==> src/tbp_ram.sv <==
`timescale 1ns / 1ps
// ----------------------------------------------------------------------------
// tbp_ram
// Single-port-write, single-port-read synchronous RAM, registered read data.
// ----------------------------------------------------------------------------
module tbp_ram #(
   parameter int WIDTH     = 2,
   parameter int ADDR_BITS = 10
) (
   input  logic                 clock,
   input  logic                 wr_en,
   input  logic [ADDR_BITS-1:0] wr_addr,
   input  logic [WIDTH-1:0]     wr_data,
   input  logic                 rd_en,
   input  logic [ADDR_BITS-1:0] rd_addr,
   output logic [WIDTH-1:0]     rd_data
);

   localparam int DEPTH = 1 << ADDR_BITS;

   logic [WIDTH-1:0] mem_ff [DEPTH];
   logic [WIDTH-1:0] rd_data_ff;

   always_ff @(posedge clock) begin
      if (wr_en) mem_ff[wr_addr] <= wr_data;
   end

   always_ff @(posedge clock) begin
      if (rd_en) rd_data_ff <= mem_ff[rd_addr];
   end

   assign rd_data = rd_data_ff;

endmodule

==> config.mk <==
export PLATFORM = sky130hd
export DESIGN_NAME = tbp_ram
export DESIGN_NICKNAME = d
export VERILOG_FILES = /design/src/tbp_ram.sv
export SDC_FILE = /design/constraint.sdc
export NUM_CORES = 2
export LEC_CHECK = 0
export BUFFER_PORTS_ARGS = -buffer_cell sky130_fd_sc_hd__buf_2
export CORE_ASPECT_RATIO = 1.1
export CORE_MARGIN = 2
export CORE_UTILIZATION = 40
export DETAILED_ROUTE_END_ITERATION = 16
export SLEW_MARGIN = 20
export SYNTH_ARGS = -nofsm -noshare
export SYNTH_HDL_FRONTEND = slang
export SYNTH_SLANG_ARGS = --single-unit
==> constraint.sdc <==
create_clock -name clock -period 3.9 [get_ports clock]
set_clock_uncertainty 0.1 [all_clocks]
set_input_delay 0.39 -clock clock [delete_from_list [all_inputs] [get_ports clock]]
set_output_delay 0.39 -clock clock [all_outputs]
set_load 0.05 [all_outputs]
==> results by stage <==
Run status:
- The run finished with clean final reports.

CTS:
- The H-tree generated during clock tree synthesis spans 4 levels.
- Buffers inserted during clock tree synthesis total 203.
- The buffers inserted during post-CTS setup optimization is 0.
- The TritonCTS clock tree is yes.
- Counting along the longest clock path gives a buffer depth of 3.
- Clock latency on the worst-skew pair, taken at its later pin, is slightly below 0.9 ns.
- Counting every sink on the clock net gives just over 2k.
- The cell at the root of the clock tree is sky130_fd_sc_hd__clkbuf_16.
- Clock-pin slew was measured on the worst setup and hold paths at 0.06 ns.

Timing:
- The measured slew at the worst slew-check pin is ~1.2 ns.
- Headroom to the max-slew limit came out at between 20 and 25%.
- Setup repair after global routing left no endpoint under its margin.
- Counting I/O delays and the setup requirement, the final critical path takes roughly 3.3 ns.
- The part of the cycle the worst path needs is between 80 and 90%.
- The final worst slack is about 0.59 ns.
- Hold is met by between 0.15 and 0.2 ns.
- The number of hold violations in the final report is 0.
- For this run, the top clock speed supported by timing is ~300 MHz.
- The number of pins with negative max-slew slack in the final report is 0.
- Setup violations remaining at the end of the flow were counted as 0.

Place:
- The total placed cells including tap cells is around 7.5k.
- Input and output buffers added on the ports amount to 26.
- Once detailed placement completed, the half-perimeter wirelength came to approximately 140 mm.
- The global placer's final weighted congestion is roughly 0.83.
- At the placement stage, the worst setup path has a slack of -0.292 ns.

Layout:
- At the end of the flow, the number of nets in the layout was 4965.
- The proportion of layout cells with a drive suffix above 1 is 21.8%.
- The number of non-filler instances in the completed layout is between 7k and 8k.
- Compared with the post-synthesis result, the final layout area differs by 13.7%.
- After filler insertion, the fill cell instance count of the layout stands at ~18k.
- At the end of the flow the core is filled with cells to 45.7%.

Power:
- Net switching is 21.9% of the power.
- The total internal power is 35.7 mW.
- For this design the ratio of total power to cell area is between 400 and 500 nW/µm².
- The power dissipated by switching net loads is around 10 mW.
- Summing internal, switching and leakage power gives about 46 mW.
- The worst vdd rail ir drop is about 450 µV.
- The part of the total power dissipated in sequential elements is roughly 53%.
- In this run, the clock network consumes 41.5% of the power.
- The cell leakage power is roughly 29 nW.
- Per report_power, the combinational group accounts for under 10% of the total.

Detailed routing:
- After the first detailed-routing iteration, the DRC count stood at ~6k.
- Wires add up to ~240 mm.
- The final routed DRC violation total is 0.
- The total number of vias is 46.3k.
- The post-route antenna net violation count is 0.
- The first detailed-routing pass took 6 iterations.
- After detailed routing, the average wire length per cell comes to 30.0 µm.
- The via-per-instance ratio is approximately 5.9.

Run:
- Across the run, the number of max-cap violations was 0.

Global route:
- The maximum number of pins on one net before global-route repair is 160.
- The initial antenna violation count is 20.
- For this run the aggregate overflow at the end of global routing stands at 0.
- The global-route wire length before repair is about 340 mm.
- The via count of the first global-routing pass is 47.0k.
- Global routing consumed, over all layers together, between 20 and 25% of the routing resources.

Logic synthesis:
- Yosys mapped a number of flops with a built-in enable equal to between 2k and 2.5k.
- In this run the biggest area consumer among cell types represents about 73% of the synthesized area.
- In the post-synthesis netlist, the cell with the most instances is sky130_fd_sc_hd__edfxtp_1.
- During synthesis, Yosys emitted a total of 0 warnings.
- The most used flip-flop cell after synthesis is sky130_fd_sc_hd__edfxtp_1.
- The sequential fraction of the synthesis area is ~73%.
- A synthesized cell averages ~17 µm².
- Ranked by total cell area, the synthesized netlist is headed by sky130_fd_sc_hd__edfxtp_1, sky130_fd_sc_hd__mux4_2, sky130_fd_sc_hd__nor2_1, sky130_fd_sc_hd__mux2i_1, sky130_fd_sc_hd__clkbuf_1.
- The number of nets handed over by synthesis was about 4.8k.
- The share of synthesized registers carrying an async set or reset is 0%.
- Summed over all instances, the cell type with the most area after synthesis is sky130_fd_sc_hd__edfxtp_1.
- The unique cell type count in the Yosys netlist is 65.
- Counting flops and latches in the post-synthesis netlist gives 2050.
- Ranked by instance count, the synthesized netlist is headed by sky130_fd_sc_hd__edfxtp_1, sky130_fd_sc_hd__nor2_1, sky130_fd_sc_hd__mux4_2.
- The mapped netlist covers around 84000 µm².
- In the synthesized netlist, the number of instances is about 4.8k.

Setup path:
- The required time of the critical path is approximately 4.4 ns.
- The type of destination of the critical path is a flop.
- The critical path launch point type is a primary input.
- The classification of the worst setup path is in2reg.
- The critical-path cell with the highest stage delay is sky130_fd_sc_hd__o31ai_1.
- Walking the worst path, the cells encountered are buf_8, buf_12, buf_12, mux4_2, mux2_2, a22oi_1, nand3_1, o31ai_1, buf_4, a21oi_1, o31ai_1, nand4_1.
- The longest individual stage delay on the worst path is ~0.61 ns.
- The maximum net fanout on the critical path is 24.
- The endpoint arrival time on the critical path is 3.80 ns.

Worst hold path:
- The type of the most critical hold path is in2reg.

Floorplan:
- The die width is 440 µm.
- The die outline height is between 400 and 500 µm.
- The floorplan has 176 rows.
- The area of the core is between 200000 and 250000 µm².
- The effective utilization at floorplan is between 40% and 50%.
- The count of pins on the block boundary is 27.
- The die covers between 200000 and 250000 µm².
==> layout make-up <==
class                      count  area [µm²]  share of cell area, %
antenna                        7        17.5                 0.0184
clock buffer                 248        5270                   5.53
clock inverter               125        1130                   1.19
inverter                       6        26.3                 0.0276
multi-input combinational   2341       20500                   21.5
sequential                  2050       61600                   64.6
tap                         2759        3450                   3.62
timing repair buffer         338        3290                   3.46
==> power by group through the flow <==
stage | combinational [mW] | sequential (mW) | clock (mW)
global route | 2.60 | 24.2 | 20.0
floorplan | 1.27 | 24.7 | 0
global placement | 2.45 | 24.7 | 0
CTS | 2.48 | 24.3 | 19.2
detailed placement | 2.46 | 24.7 | 0
finish | 2.48 | 24.3 | 19.0
==> per-stage QoR <==
| stage | instance area [µm²] | setup TNS (ns) |
|---|---|---|
| floorplan | 83800 | 0 |
| global placement | 88700 | -0.370 |
| detailed placement | 88800 | -0.293 |
| CTS | 95200 | 0 |
| global route | 95300 | 0 |
| finish | 95300 | 0 |
==> worst max-delay path: cells and delay by family <==
kind                   cells  cell delay [ns]
AOI/OAI and AO/OA          4             1.22
buffers and inverters      4             1.02
and+or+nand+nor            2             0.32
muxes                      2             0.80
==> cells by family (layout without fill, tap and decap cells) <==
group	after synthesis	after routing	synth area share [%]
buf+inv	402	717	2.49
other cells	0	7	0
simple gates	1324	1324	6.40
flops	2050	2050	73.5
compound gates	353	353	2.98
mux	664	664	14.7
==> layer usage <==
| layer | part of all wire, % | track usage, % | routed length [µm] |
|---|---|---|---|
| met1 | 39 | 30.2 | 92300 |
| met3 | 8.4 | 3.23 | 19900 |
| met2 | 49 | 36.2 | 117000 |
| met4 | 3.2 | 7.35 | 7520 |
| met5 | 0.0089 | 0 | 21 |
==> timing repair <==
| item | 4_1_cts | 5_1_grt |
|---|---|---|
| gates resized for setup | 0 | 0 |
| hold buffers | 9 | 0 |
| endpoints found under the hold margin | 144 | 0 |
==> cell usage in the layout, fill, tap and decap left out, types with 5 or more instances in the layout <==
cell / count
sky130_fd_sc_hd__o21ai_0: 36
sky130_fd_sc_hd__clkbuf_16: 204
sky130_fd_sc_hd__a31oi_1: 7
sky130_fd_sc_hd__o31ai_1: 5
sky130_fd_sc_hd__clkinv_2: 42
sky130_fd_sc_hd__o221ai_1: 82
sky130_fd_sc_hd__a221oi_1: 13
sky130_fd_sc_hd__a211oi_1: 13
sky130_fd_sc_hd__and2_1: 5
sky130_fd_sc_hd__bufinv_16: 14
sky130_fd_sc_hd__mux4_2: 449
sky130_fd_sc_hd__clkbuf_1: 44
sky130_fd_sc_hd__nand2b_1: 7
sky130_fd_sc_hd__nor2_1: 1052
sky130_fd_sc_hd__buf_4: 246
sky130_fd_sc_hd__buf_2: 19
sky130_fd_sc_hd__a22oi_1: 45
sky130_fd_sc_hd__mux2i_1: 205
sky130_fd_sc_hd__a21oi_1: 70
sky130_fd_sc_hd__edfxtp_1: 2050
sky130_fd_sc_hd__nand2_2: 7
sky130_fd_sc_hd__nor3b_1: 7
sky130_fd_sc_hd__nand3_4: 24
sky130_fd_sc_hd__nor2b_1: 9
sky130_fd_sc_hd__clkinv_1: 53
sky130_fd_sc_hd__o22ai_1: 45
sky130_fd_sc_hd__nor3_1: 44
sky130_fd_sc_hd__a22o_1: 13
sky130_fd_sc_hd__nor4_1: 9
sky130_fd_sc_hd__mux2_2: 8
sky130_fd_sc_hd__diode_2: 7
sky130_fd_sc_hd__nand4_1: 13
sky130_fd_sc_hd__and3_1: 8
sky130_fd_sc_hd__dlygate4sd3_1: 9
sky130_fd_sc_hd__nand2_1: 88
sky130_fd_sc_hd__nand3_1: 15
sky130_fd_sc_hd__buf_12: 60
==> state kept, by name, summed over array words and instances, names as in the netlist <==
register,flops
rd_data,2
mem_ff,2048
==> path summary, 6_finish.rpt <==
path	startpoint	end	slack, ns	depth (start not counted)
hold reg to reg	mem_ff[311][0]$_DFFE_PP_	rd_data[0]$_DFFE_PP_	1.18	7
setup reg to reg	mem_ff[393][1]$_DFFE_PP_	rd_data[1]$_DFFE_PP_	0.61	9
setup / recovery	rd_addr[0]	rd_data[1]$_DFFE_PP_	0.59	12
hold / removal	rd_addr[6]	rd_data[0]$_DFFE_PP_	0.17	4
Note: power is estimated with default switching activity, not from simulation.
